`src/rtl/box_mean_filter_2d_assert.svh`:
```
// Assertion macros shared by the box mean filter RTL.
`ifndef BOX_MEAN_FILTER_2D_ASSERT_SVH
`define BOX_MEAN_FILTER_2D_ASSERT_SVH

// Same-cycle implication, clocked on clk, off while rst_n is low.
`define BMF_ASSERT_IMPLY(label, ante, cons, msg) \
    label: assert property (@(posedge clk) disable iff (!rst_n) (ante) |-> (cons)) \
        else $error(msg);

// Next-cycle implication, clocked on clk, off while rst_n is low.
`define BMF_ASSERT_NEXT(label, ante, cons, msg) \
    label: assert property (@(posedge clk) disable iff (!rst_n) (ante) |=> (cons)) \
        else $error(msg);

`endif

```
`src/rtl/bmf_pkg.sv`:
```
// Shared widths, register codes, result types and reciprocal table of the box mean filter.
package bmf_pkg;

    localparam int DEF_MAX_WIDTH  = 1024;
    localparam int DEF_MAX_RADIUS = 3;
    localparam int MAX_HEIGHT     = 4096;

    localparam int PIX_W       = 8;
    localparam int VSUM_W      = 11;
    localparam int TOTAL_W     = 14;
    localparam int RECIP_W     = 25;
    localparam int RECIP_SHIFT = 24;
    localparam int ROW_W       = 12;
    localparam int COL_OUT_W   = 10;
    localparam int RAD_W       = 2;
    localparam int FW_W        = 11;
    localparam int FH_W        = 13;
    localparam int IDX_W       = 4;
    localparam int PADDR_W     = 4;
    localparam int PDATA_W     = 32;
    localparam int REG_IDX_W   = 2;
    localparam int FIFO_DEPTH  = 8;

    localparam logic [REG_IDX_W-1:0] REG_RADIUS = 2'd0;
    localparam logic [REG_IDX_W-1:0] REG_WIDTH  = 2'd1;
    localparam logic [REG_IDX_W-1:0] REG_HEIGHT = 2'd2;

    localparam logic [RAD_W-1:0] RADIUS_RESET = 2'd1;
    localparam logic [FW_W-1:0]  WIDTH_RESET  = 11'd1024;
    localparam logic [FH_W-1:0]  HEIGHT_RESET = 13'd1024;

    localparam logic [RECIP_W-1:0] RECIP_AREA_1  = 25'd16777216;
    localparam logic [RECIP_W-1:0] RECIP_AREA_9  = 25'd1864136;
    localparam logic [RECIP_W-1:0] RECIP_AREA_25 = 25'd671089;
    localparam logic [RECIP_W-1:0] RECIP_AREA_49 = 25'd342393;

    typedef struct packed {
        logic [ROW_W-1:0]     row;
        logic [COL_OUT_W-1:0] col;
        logic                 fend;
    } bmf_meta_t;

    typedef struct packed {
        logic [PIX_W-1:0] mean;
        bmf_meta_t        meta;
    } bmf_result_t;

    // ceil(2^24 / (2r+1)^2); exact quotient for any window total below 2^14
    function automatic logic [RECIP_W-1:0] recip(input logic [RAD_W-1:0] radius);
        logic [RECIP_W-1:0] m;
        begin
            case (radius)
                2'd0:    m = RECIP_AREA_1;
                2'd1:    m = RECIP_AREA_9;
                2'd2:    m = RECIP_AREA_25;
                2'd3:    m = RECIP_AREA_49;
                default: m = RECIP_AREA_1;
            endcase
            return m;
        end
    endfunction

endpackage

```
`src/rtl/bmf_sum_cell.sv`:
```
// One column-sum tap: holds a vertical sum, passes it on, and adds it into the window total.
module bmf_sum_cell (
    input  logic                         clk,
    input  logic                         rst_n,
    input  logic                         shift_en,
    input  logic [bmf_pkg::VSUM_W-1:0]   tap_in,
    output logic [bmf_pkg::VSUM_W-1:0]   tap_out,
    input  logic                         use_tap,
    input  logic [bmf_pkg::TOTAL_W-1:0]  tot_in,
    output logic [bmf_pkg::TOTAL_W-1:0]  tot_out
);

    logic [bmf_pkg::VSUM_W-1:0] tap_reg;

    always_ff @(posedge clk or negedge rst_n)
    begin
        if (!rst_n)
        begin
            tap_reg <= '0;
        end
        else if (shift_en)
        begin
            tap_reg <= tap_in;
        end
    end

    assign tap_out = tap_reg;
    assign tot_out = tot_in + (use_tap ? bmf_pkg::TOTAL_W'(tap_reg) : '0);

endmodule

```
`config.mk`:
```
export PLATFORM = sky130hd
export DESIGN_NAME = bmf_sum_cell
export DESIGN_NICKNAME = d
export VERILOG_FILES = /design/src/rtl/box_mean_filter_2d_assert.svh /design/src/rtl/bmf_pkg.sv /design/src/rtl/bmf_sum_cell.sv
export SDC_FILE = /design/constraint.sdc
export NUM_CORES = 1
export LEC_CHECK = 0
export ABC_AREA = 0
export BUFFER_PORTS_ARGS = -buffer_cell sky130_fd_sc_hd__buf_2
export CAP_MARGIN = 10
export CORE_ASPECT_RATIO = 1.5
export CORE_MARGIN = 4
export CORE_UTILIZATION = 38
export DETAILED_ROUTE_END_ITERATION = 16
export MAX_ROUTING_LAYER = met4
export PLACE_DENSITY = 0.68
export SYNTH_ARGS = -nofsm -noshare
export SYNTH_HDL_FRONTEND = slang
export SYNTH_SLANG_ARGS = --single-unit
export TNS_END_PERCENT = 5
```
`constraint.sdc`:
```
create_clock -name clk -period 5.9 [get_ports clk]
set_input_delay 0.295 -clock clk [delete_from_list [all_inputs] [get_ports clk]]
set_output_delay 0.295 -clock clk [all_outputs]
set_load 0.05 [all_outputs]
```
==> summary.md <==
| Metric | Value |
|---|---|
| Final hold violations | 0 |
| Final Net Count | 210 |
| # H-tree levels | 1 |
| Resized Gates After CTS | 0 |
| Total design power | around 380 uW |
| Starting density of the core | about two fifths |
| Syn_area_per_cell | approximately 9.5 um2 |
| Die width | ~50 um |
| Worst setup SP type | flip-flop |
| Slew Limit Fails | 0 |
| Netlist cell types | 31 |
| Initial antenna violation count | 0 |
| Setup bufs post-CTS | 0 |
| Worst Path Max Fanout | 5 |
| Routability cong. | between 0.8 and 0.9 |
| Commonest cells post-synth | dfrtp_1 (11), ha_1 (11), mux2_2 (11), a21oi_1 (10), and2_1 (10) |
| First-pass GRT wire length | roughly 4400 um |
| Max-cap violations | 0 |
| Pwr Density | around 270 mW/mm2 |
| Skew-Pair Late Insertion Delay | between 200 and 250 ps |
| Cell area after synthesis | approximately 0.0011 mm2 |
| Clk root buf | clkbuf_8 |
| DPL Wire Length | approximately 2200 um |
| Max Clk Rate | about 330 MHz |
| WL per Instance | between 10 and 15 um |
| Post-Synthesis Cells | about 110 |
| WP data arrival | around 2800 ps |
| Layout area overhead | 33.84% |
| Die ar. | approximately 0.0037 mm2 |
| WP buf/inv | 2 |
| Vias per std cell | just under 5 |
| Post-synth top area share | 25.94% |
| Reg-to-reg endpoint | tap_out[9]$_DFFE_PN0P_ |
| Synth Warn # | 0 |
| Hold path depth | 2 |
| Fraction of registers with async set/reset | between 90% and 100% |
| CTS Sinks | 11 |
| Gr usage total | between 10% and 20% |
| Synth top area cells | dfrtp_1 (26%), ha_1 (13%), mux2_2 (12%) |
| Die H | approximately 73 um |
| Number of fill cells | ~250 |
| FP Rows | 23 |
| Area leader, netlist | dfrtp_1 |
| Multi-input logic area | roughly 760 um2 |
| Most common flop cell mapped by yosys | dfrtp_1 |
| Reg clk slew, reported paths | 40 ps |
| LEAKAGE | ~0.73 nW |
| GR Overflow Total | 0 |
| RSZ-0062 raised after global routing | false |
| Post-synth EDFFs | 0 |
| Top Ports | between 50 and 60 |
| Setup Total Neg Slack | 0 ps |
| Vias in the first global route | approximately 1.1k |
| Layout cells sized above 1 | 43.45% |
| Min-delay worst type | in -> reg |
| CP cell instances | and2_1 -> ha_1 -> inv_1 -> fa_1 -> nand2b_1 -> a21oi_2 -> o311a_4 -> or4b_1 -> o2111ai_1 -> buf_2 |
| Largest net degree at the start of global routing | 12 |
| Period minus WS final | 3045 ps |
| CP max stage delay | between 400 and 500 ps |
| CP delay by family, top | simple AND/OR/NAND/NOR gates |
| CP endpoint | tot_out[10] |
| Crit Path Class | reg -> out |
| Input/output buffers | 53 |
| Status | finished clean |
| R2R depth | 1 |
| CTS tree | done |
| Fin Hold WS | about 290 ps |
| Met3 usage | roughly 2.0% |
| DRT iter0 DRCs | 4 |
| Max FFs per register | 11 |
| Met1 Usage GRT | ~16% |
| Via count | 1015 |
| FF+latch area | ~280 um2 |
| Slew at the pin closest to its max-slew limit | about 350 ps |
| Seq/Total Area, Yosys | between 20 and 30% |
| GR Util met2 | between 20% and 30% |
| Longest Clk Path Bufs | 2 |
| Worst vdd ir | around 180 uV |
| Setup violations, final | 0 |
| Crit-path slowest cell | or4b_1 |
| Syn Nets | ~150 |
| Fin crit share | between 50% and 60% |
| Reg2Reg Setup Slack | 5130 ps |
| Residual DRC count | 0 |
| Layout Skew | 0 ps |
| Core area | approximately 0.0027 mm2 |
| Routed Antenna Nets | 0 |
| Worst Setup SP | tap_out[0]$_DFFE_PN0P_ |
| Drt total wl | roughly 2500 um |
| Flops & latches, synth | 11 |
| CP endpoint kind | output port |
| Most crowded layer after global routing | met2 |
| Inserted Diodes | 0 |
| FF-to-FF Start | tap_out[9]$_DFFE_PN0P_ |
| Worst Path Required | approximately 5600 ps |
| Slew HR | between 70 and 80% |
| Drt first pass iters | 4 |
| Inserted Clock Buffers | 3 |
| Levels on crit path | 10 |
cell families (layout without fill, tap and decap cells):
group	Yosys count	in the layout	synth area share [%]
mux	11	11	11.67
compound gates	29	29	20.40
simple gates	33	33	17.22
buf+inv	7	63	2.477
xor+xnor	9	9	7.429
flops	11	11	25.94
fa+ha+maj	12	12	14.86
how the worst min path moves through the flow:
stage                          from                      to  slack [ps]
final                     tap_in[3]  tap_out[3]$_DFFE_PN0P_         290
after global routing      tap_in[8]  tap_out[8]$_DFFE_PN0P_         290
after CTS                 tap_in[8]  tap_out[8]$_DFFE_PN0P_         280
after detailed placement      rst_n  tap_out[4]$_DFFE_PN0P_         170
after global placement        rst_n  tap_out[4]$_DFFE_PN0P_         170
after floorplan               rst_n  tap_out[0]$_DFFE_PN0P_        -0.6
timing repair:
item	4_1_cts	5_1_grt
setup endpoints to repair	0	0
hold buffers	1	0
hold endpoints to repair	11	0
routing by layer:
metal  wire length (um)  vias to the layer above
met2               1352                       35
met3                148                        2
met1                995                      462
met4                 14                        0
met5                  0                        -
li1                   -                      516
through the flow:
step	std cells	utilization [%]	cell area [um2]	setup WS, ps
2_1_floorplan	112	-	1061	2871
3_3_place_gp	200	51.01	1365	3105
3_5_place_dp	200	51.01	1365	3039
4_1_cts	205	53.06	1420	2841
5_1_grt	205	53.06	1420	2710
6_report	205	53.06	1420	2855
layout make-up:
type / instances / area share (%)
timing repair buffer: 54 / 19.38
clock buffer: 4 / 3.172
sequential: 11 / 19.38
inverter: 5 / 1.322
multi-input combinational: 94 / 53.48
tap: 37 / 3.260
layout by cell type (no fill, tap or decap), types with 2 or more instances in the layout:
master | netlist | final
and2_1 | 10 | 10
buf_2 | 0 | 53
ha_1 | 11 | 11
xor2_1 | 4 | 4
mux2_2 | 11 | 11
a21oi_1 | 10 | 10
o211ai_1 | 4 | 4
inv_1 | 5 | 5
nand2b_1 | 4 | 4
a21o_1 | 4 | 4
dfrtp_1 | 11 | 11
clkbuf_8 | 0 | 3
nand2_1 | 7 | 7
xnor2_1 | 5 | 5
nand3_1 | 2 | 2
nor2_1 | 6 | 6
report_power, final:
part	total, mW	leakage, nW	switching [mW]	internal (mW)
sequential	0.0888	0.129	0.00546	0.0833
combinational	0.218	0.575	0.153	0.0654
clock	0.0737	0.0228	0.0264	0.0473
total	0.381	0.727	0.185	0.196
No activity file was read; power rests on OpenSTA's default activity.
