File: config.mk
export PLATFORM = sky130hd
export DESIGN_NAME = bmf_out_fifo
export DESIGN_NICKNAME = d
export VERILOG_FILES = /design/src/rtl/box_mean_filter_2d_assert.svh /design/src/rtl/bmf_pkg.sv /design/src/rtl/bmf_out_fifo.sv
export SDC_FILE = /design/constraint.sdc
export NUM_CORES = 1
export LEC_CHECK = 0
export BUFFER_PORTS_ARGS = -buffer_cell sky130_fd_sc_hd__buf_2
export CAP_MARGIN = 20
export CORE_MARGIN = 5
export CORE_UTILIZATION = 34
export DETAILED_ROUTE_END_ITERATION = 6
export PLACE_DENSITY = 0.5
export SLEW_MARGIN = 20
export SYNTH_ARGS = -nofsm -noshare
export SYNTH_HDL_FRONTEND = slang
export SYNTH_SLANG_ARGS = --single-unit
File: constraint.sdc
create_clock -name clk -period 6.3 [get_ports clk]
set_input_delay 0.63 -clock clk [delete_from_list [all_inputs] [get_ports clk]]
set_output_delay 0.63 -clock clk [all_outputs]
set_load 0.1 [all_outputs]
File: src/rtl/box_mean_filter_2d_assert.svh
// Assertion macros shared by the box mean filter RTL.
`ifndef BOX_MEAN_FILTER_2D_ASSERT_SVH
`define BOX_MEAN_FILTER_2D_ASSERT_SVH

// Same-cycle implication, clocked on clk, off while rst_n is low.
`define BMF_ASSERT_IMPLY(label, ante, cons, msg) \
    label: assert property (@(posedge clk) disable iff (!rst_n) (ante) |-> (cons)) \
        else $error(msg);

// Next-cycle implication, clocked on clk, off while rst_n is low.
`define BMF_ASSERT_NEXT(label, ante, cons, msg) \
    label: assert property (@(posedge clk) disable iff (!rst_n) (ante) |=> (cons)) \
        else $error(msg);

`endif

File: src/rtl/bmf_pkg.sv
// Shared widths, register codes, result types and reciprocal table of the box mean filter.
package bmf_pkg;

    localparam int DEF_MAX_WIDTH  = 1024;
    localparam int DEF_MAX_RADIUS = 3;
    localparam int MAX_HEIGHT     = 4096;

    localparam int PIX_W       = 8;
    localparam int VSUM_W      = 11;
    localparam int TOTAL_W     = 14;
    localparam int RECIP_W     = 25;
    localparam int RECIP_SHIFT = 24;
    localparam int ROW_W       = 12;
    localparam int COL_OUT_W   = 10;
    localparam int RAD_W       = 2;
    localparam int FW_W        = 11;
    localparam int FH_W        = 13;
    localparam int IDX_W       = 4;
    localparam int PADDR_W     = 4;
    localparam int PDATA_W     = 32;
    localparam int REG_IDX_W   = 2;
    localparam int FIFO_DEPTH  = 8;

    localparam logic [REG_IDX_W-1:0] REG_RADIUS = 2'd0;
    localparam logic [REG_IDX_W-1:0] REG_WIDTH  = 2'd1;
    localparam logic [REG_IDX_W-1:0] REG_HEIGHT = 2'd2;

    localparam logic [RAD_W-1:0] RADIUS_RESET = 2'd1;
    localparam logic [FW_W-1:0]  WIDTH_RESET  = 11'd1024;
    localparam logic [FH_W-1:0]  HEIGHT_RESET = 13'd1024;

    localparam logic [RECIP_W-1:0] RECIP_AREA_1  = 25'd16777216;
    localparam logic [RECIP_W-1:0] RECIP_AREA_9  = 25'd1864136;
    localparam logic [RECIP_W-1:0] RECIP_AREA_25 = 25'd671089;
    localparam logic [RECIP_W-1:0] RECIP_AREA_49 = 25'd342393;

    typedef struct packed {
        logic [ROW_W-1:0]     row;
        logic [COL_OUT_W-1:0] col;
        logic                 fend;
    } bmf_meta_t;

    typedef struct packed {
        logic [PIX_W-1:0] mean;
        bmf_meta_t        meta;
    } bmf_result_t;

    // ceil(2^24 / (2r+1)^2); exact quotient for any window total below 2^14
    function automatic logic [RECIP_W-1:0] recip(input logic [RAD_W-1:0] radius);
        logic [RECIP_W-1:0] m;
        begin
            case (radius)
                2'd0:    m = RECIP_AREA_1;
                2'd1:    m = RECIP_AREA_9;
                2'd2:    m = RECIP_AREA_25;
                2'd3:    m = RECIP_AREA_49;
                default: m = RECIP_AREA_1;
            endcase
            return m;
        end
    endfunction

endpackage

File: src/rtl/bmf_out_fifo.sv
// Result queue between the filter pipeline and the output channel.
module bmf_out_fifo #(
    parameter int DEPTH = bmf_pkg::FIFO_DEPTH
) (
    input  logic                        clk,
    input  logic                        rst_n,
    input  logic                        push,
    input  bmf_pkg::bmf_result_t        push_data,
    input  logic                        pop_ready,
    output logic                        not_empty,
    output bmf_pkg::bmf_result_t        pop_data,
    output logic [$clog2(DEPTH+1)-1:0]  count
);

    localparam int PTR_W = $clog2(DEPTH);
    localparam int CNT_W = $clog2(DEPTH + 1);

    bmf_pkg::bmf_result_t entry_reg [0:DEPTH-1];
    logic [PTR_W-1:0] wr_ptr_reg, wr_ptr_next;
    logic [PTR_W-1:0] rd_ptr_reg, rd_ptr_next;
    logic [CNT_W-1:0] count_reg, count_next;
    logic             pop;

    assign pop       = not_empty && pop_ready;
    assign not_empty = (count_reg != '0);
    assign pop_data  = entry_reg[rd_ptr_reg];
    assign count     = count_reg;

    always_comb
    begin
        wr_ptr_next = wr_ptr_reg;
        rd_ptr_next = rd_ptr_reg;
        count_next  = count_reg;
        if (push)
        begin
            wr_ptr_next = (wr_ptr_reg == PTR_W'(DEPTH - 1)) ? '0 : wr_ptr_reg + 1'b1;
        end
        if (pop)
        begin
            rd_ptr_next = (rd_ptr_reg == PTR_W'(DEPTH - 1)) ? '0 : rd_ptr_reg + 1'b1;
        end
        if (push && !pop)
        begin
            count_next = count_reg + 1'b1;
        end
        else if (pop && !push)
        begin
            count_next = count_reg - 1'b1;
        end
    end

    always_ff @(posedge clk or negedge rst_n)
    begin
        if (!rst_n)
        begin
            wr_ptr_reg <= '0;
            rd_ptr_reg <= '0;
            count_reg  <= '0;
        end
        else
        begin
            wr_ptr_reg <= wr_ptr_next;
            rd_ptr_reg <= rd_ptr_next;
            count_reg  <= count_next;
        end
    end

    always_ff @(posedge clk)
    begin
        if (push)
        begin
            entry_reg[wr_ptr_reg] <= push_data;
        end
    end

endmodule

==> flow_summary.ini, run 1 <==
[logic_synthesis]
synth.ff_latch_count = 258
netlist.top_cell.by_area = edfxtp_1
syn_area_per_cell_um2 = 23.86
synth-seq-area-share_pct = 76.10
synth_warnings = 0
synth_enable_flop_cells = 248
synth_area_leaders = edfxtp_1 (74%), mux4_1 (9.6%), mux4_2 (5.6%)
syn_area_mm2 = 0.01011
post-synth-top-count-cell = edfxtp_1
post_synth_num_cell_types = 28
ys_dominant_reg_cell = edfxtp_1
syn_nets = 467
synth_largest_type_area_fraction_pct = 73.63
synth_top_cells_by_count = edfxtp_1 (248), mux4_1 (37), mux2_2 (35), mux4_2 (25), dfrtp_1 (10)
netlist_instances = 424
synth-async-reset-ratio_pct = 3.876

[job]
cap_violations = 0

[layout]
non_filler_instance_count_after_layout = 923
nets = 557
final.fill_count = 2674
antenna_cells = 0
multi_input_comb_area_mm2 = 0.002340
area_growth_pct = 16.11
drive_gt1_share_pct = 33.96
max_reg_flops = 248
layout.area.seq_mm2 = 0.007704

[die]
chipWidth_um = 182.5
die-area_mm2 = 0.03330
floorplan.rows = 63
core-area_mm2 = 0.02948
io_pins = 71
starting_density_of_the_core_pct = 34.31
fp.dieH_um = 182.5

[worst_setup_path]
endpoint_kind = output port
worst_ep_required_time_ps = 5670
worst_r2r_startpoint = count[0]
timing.critical_path.cells = buf_4 -> mux4_1 -> mux2_2 -> buf_2
critical-path-top-delay-family = flip-flops
cp-start-kind = flop
setup.worst_path.class = flop to output port
critPathMaxStageDelay_ps = 930
worstPathArrival_ps = 3240
worstSetupStartpoint = rd_ptr_reg[0]
critical_path_buf_inv_count = 2
timing.critical_path.slowest_stage_cell = dfrtp_4
critical_path.max_fanout = 43

[placement]
place_inst = 875
hpwlAfterDp_mm = 10.44
routabilityCongestion = 0.6740
portBuffers = 70

[run_status]
status = finished, final reports clean

[drt]
first_iter_violations = 192
drc_errors = 0
num_vias = 4493
routedWlPerCell_um = 21.61
wirelength_mm = 19.94
routed_via_density = 4.868
drtAntennaViolNets = 0
first_pass_iters = 5

[timing]
totalNegativeSetupSlack_ps = 0
finalMaxSlewViolations = 0
period_needed_ps = 3872
timing.max_slew.rel_slack_pct = 32.13
max_freq_ghz = 0.2583
final.setup_skew_ps = 13.51
timing.final.setup_violations = 0
final-hold-violation-count = 0
portion_of_the_clock_cycle_consumed_by_the_worst_path_in_the_final_layout_pct = 61.46
worst_slew_pin_slew_ps = 1018
setup_repair_after_global_routing_missed_its_margin = no

[cts]
clock_sink_count = 258
worst_skew_pair.late_latency_ps = 530
path_clk_slew_ps = 60
maximum_root_to_sink_buffer_count = 3
htreeDepth = 1
cts-root-buf = clkbuf_16
cts-buffers-inserted = 26
ctsResizeCount = 0
cts_tree = built

[global_routing]
maximum_number_of_pins_on_one_net_before_global_route_repair = 44
antenna_found_initial = 2
gr-usage-all-layers_pct = 12.03
global_route_wire_length_before_repair_mm = 30.39
first_global_vias = 4953
global_route.overflow_total = 0

[worst_hold_path]
holdCritStartpoint = push_data[16]
timing.hold.worst.class = input port to flop
-- repair_timing --
item,CTS,global route
endpoints found under the setup margin,0,0
buffers inserted,0,0
endpoints found under the hold margin,10,0
hold buffers,1,0
-- path summary, 6_finish.rpt --
path                               endpoint  slack (ps)  cells past startpoint
setup / recovery                pop_data[0]        2430                      4
hold / removal             entry_reg[0][16]         360                      1
setup reg to reg                   count[3]        3630                      7
hold reg to reg               wr_ptr_reg[2]         570                      1
max in group asynchronous     rd_ptr_reg[2]        5590                      2
min in group asynchronous          count[2]         480                      2
-- area by class of cell --
| type | instances | share of cell area, % |
|---|---|---|
| Clock buffer | 38 | 5.924 |
| Clock inverter | 9 | 0.6286 |
| Inverter | 2 | 0.06392 |
| Multi-Input combinational cell | 145 | 19.92 |
| Sequential cell | 258 | 65.60 |
| Tap cell | 390 | 4.155 |
| Timing Repair Buffer | 81 | 3.708 |
-- placed cells by master, fill, tap and decap left out, types with 2 or more instances in the layout --
| master | instances |
|---|---|
| o211ai_1 | 2 |
| xnor2_1 | 2 |
| o21ai_0 | 3 |
| ha_1 | 7 |
| mux4_1 | 37 |
| inv_1 | 2 |
| clkbuf_16 | 26 |
| nand2_1 | 6 |
| clkbuf_1 | 12 |
| dfrtp_2 | 2 |
| edfxtp_1 | 248 |
| dfrtp_1 | 7 |
| nor3_2 | 2 |
| nor3_1 | 2 |
| buf_2 | 70 |
| nand2b_1 | 3 |
| nand3_1 | 2 |
| mux2_2 | 35 |
| or4_1 | 2 |
| clkinv_1 | 6 |
| nor2_4 | 6 |
| nand3b_1 | 2 |
| buf_4 | 10 |
| mux4_2 | 25 |
| a21oi_1 | 2 |
-- metal layers --
layer	track usage (%)	wire length, µm	up-vias
met5	0	27	-
met4	2.942	292	4
met3	2.452	820	25
met2	21.23	10320	85
met1	15.25	8479	2372
li1	-	-	2007
-- per-stage QoR --
step / worst slack, ps / hold WS, ps / utilization (%) / area [µm²]
6_report: 2428 / 355.9 / 39.84 / 11740
3_3_place_gp: 2920 / 503.4 / 37.19 / 10960
3_5_place_dp: 2899 / 511.6 / 37.19 / 10960
5_1_grt: 2243 / 353.0 / 39.84 / 11740
2_1_floorplan: 2979 / 334.4 / - / 10110
4_1_cts: 2328 / 335.0 / 39.84 / 11740
-- worst reg2reg max path, stage by stage (launching register included) --
cell and delay (ps):
dfrtp_1 500, o41ai_4 540, ha_1 330, inv_1 130, ha_1 360, or4_1 490
o211ai_1 100, o211ai_1 100
-- kinds of logic (layout without fill, tap and decap cells) --
kind of cell,Yosys count,after routing,synth area share (%)
flip-flops,258,258,76.10
multiplexers,98,98,19.17
AND/OR/NAND/NOR,27,27,1.324
buffers and inverters,21,130,1.311
AO/OA/AOI/OAI,10,10,0.8535
adder cells (fa/ha/maj),8,8,1.064
XOR/XNOR,2,2,0.1732
Power of run 1 is left out: the tool's default activity adds up to more than one toggle a clock period on the data nets, which glitch-free logic cannot reach.
==> inputs of run 2 (changes only) <==
==> constraint.sdc (replaced) <==
create_clock -name clk -period 3.7 [get_ports clk]
set_input_delay 0.37 -clock clk [delete_from_list [all_inputs] [get_ports clk]]
set_output_delay 0.37 -clock clk [all_outputs]
set_load 0.1 [all_outputs]
==> run 2 against run 1 <==
Effect of this change: die area unchanged; clock skew down 7.7 ps; count of clock-buffer cells in the layout down 4; worst setup slack worse by 2100 ps; register-to-register slack worse by 2700 ps; design area up 1.4%; first-iteration DRC count up 94%; via count up 2.5%; final cell count up 0.87%; flip-flop and latch count unchanged; routed wire length up 3.7%; critical path depth unchanged; critical endpoint is now pop_data[4]; highest routed layer unchanged.
==> flow_summary.ini, run 2 (synthesized netlist as in run 1, its figures left out) <==
[layout]
layout.cells.most_common_list = edfxtp_1 (248), buf_2 (70), mux4_1 (37)
drive_gt1_share_pct = 36.78
area_growth_pct = 17.71
layout_cell_area_excl_fill_mm2 = 0.01191
nets = 563
max_reg_flops = 248
mostFrequentLayoutCell = edfxtp_1
antenna_cells = 0
final.fill_count = 2672

[drt]
first_pass_iters = 4
drtAntennaViolNets = 0
drc_errors = 0
num_vias = 4607
first_iter_violations = 372
routed_via_density = 4.948
routedWlPerCell_um = 22.21
wirelength_mm = 20.67

[die]
fp.dieH_um = 182.5
core-area_mm2 = 0.02948
starting_density_of_the_core_pct = 34.31
floorplan.rows = 63
io_pins = 71
chipWidth_um = 182.5
die-area_mm2 = 0.03330

[cts]
worst_skew_pair.late_latency_ps = 530
clock_sink_count = 258
path_clk_slew_ps = 60
htreeDepth = 1
cts-root-buf = clkbuf_16
maximum_root_to_sink_buffer_count = 3
postCtsHoldBufs = 1
cts-buffers-inserted = 28
ctsResizeCount = 0
cts_tree = built
cts_setup_buffers = 0

[run_status]
status = finished, final reports clean

[worst_hold_path]
min_delay_path_depth = 1
worstHoldEndpoint = entry_reg[0][15]
holdCritStartpoint = push_data[15]
timing.hold.worst.class = input port to flop

[worst_setup_path]
critical_path_buf_inv_count = 2
timing.critical_path.slowest_stage_cell = dfrtp_4
critical-path-top-delay-family = multiplexers
r2r_end = count[3]
timing.critical_path.cells = buf_4 -> mux4_1 -> mux2_2 -> buf_2
ff2ff_setup_slack_ps = 940
endpoint_kind = output port
worstPathArrival_ps = 2980
setup.worst_path.class = flop to output port
critical_path.max_fanout = 34
critPathMaxStageDelay_ps = 840
cp-start-kind = flop
timing.reg2reg.worst_path_depth = 7
worst_r2r_startpoint = count[0]
worst_ep_required_time_ps = 3330

[timing]
worst_slew_pin_slew_ps = 900.5
max_freq_ghz = 0.2986
final.setup_skew_ps = 5.784
timing.final.setup_violations = 0
period_needed_ps = 3350
finalMaxSlewViolations = 0
final-hold-violation-count = 0
timing.max_slew.rel_slack_pct = 39.83
totalNegativeSetupSlack_ps = 0
portion_of_the_clock_cycle_consumed_by_the_worst_path_in_the_final_layout_pct = 90.53
setup_repair_after_global_routing_missed_its_margin = no

[global_routing]
global_route.overflow_total = 0
antenna_found_initial = 2
first_global_vias = 4991
global_route_wire_length_before_repair_mm = 31.31
gr-usage-all-layers_pct = 12.37
maximum_number_of_pins_on_one_net_before_global_route_repair = 41

[placement]
routabilityCongestion = 0.6512
portBuffers = 70
hpwlAfterDp_mm = 11.18
postPlaceCellArea_mm2 = 0.01101

[job]
cap_violations = 0
-- run 2: changes by cell type in the layout (fill, tap and decap cells not counted), sizes merged --
cell | previous run | this run
clkinvlp | 0 | 4
clkbuf | 38 | 34
clkinv | 8 | 11
bufinv | 1 | 2
buf | 80 | 84
-- run 2: worst max path at each step --
stage | from | endpoint | slack, ps | depth (start not counted)
after floorplan | wr_ptr_reg[2] | entry_reg[0][0] | 530 | 2
after global placement | rd_ptr_reg[0] | pop_data[24] | 850 | 4
after detailed placement | rd_ptr_reg[0] | pop_data[4] | 840 | 4
after CTS | rd_ptr_reg[0] | pop_data[24] | 260 | 4
after global routing | rd_ptr_reg[0] | pop_data[17] | 170 | 4
final | rd_ptr_reg[0] | pop_data[4] | 350 | 4
-- run 2: area by class of cell --
cell class                      instances  area [µm²]  share of cell area (%)
Inverter                                2       7.507                 0.06305
Timing Repair Buffer                   85       478.0                   4.014
Sequential cell                       258        7704                   64.70
Multi-Input combinational cell        145        2340                   19.65
Tap cell                              390       488.0                   4.098
Clock inverter                         17       145.1                   1.219
Clock buffer                           34       744.5                   6.253
-- run 2: metal layers --
layer	track usage, %	vias to the layer above	part of all wire (%)
met4	2.732	4	2.2
li1	-	2025	-
met3	2.412	36	4.2
met1	15.88	2449	43
met5	0	-	0.13
met2	21.84	93	51
-- run 2: worst reg2reg max path, stage by stage (launching register included) --
cell and delay, ps:
dfrtp_1 490, o41ai_4 560, ha_1 350, inv_1 140, ha_1 370, or4_1 490
o211ai_1 130, o211ai_1 120
-- run 2: per-stage QoR --
step / utilization, % / hold WS [ps] / setup WS [ps] / std cells
CTS: 40.39 / 85.31 / 259.3 / 931
global route: 40.39 / 90.47 / 166.8 / 931
floorplan: - / 74.41 / 529.2 / 424
finish: 40.39 / 109.3 / 350.5 / 931
global placement: 37.34 / 245.9 / 846.4 / 879
detailed placement: 37.34 / 246.0 / 836.8 / 879
Power of run 2 is left out for the same reason.
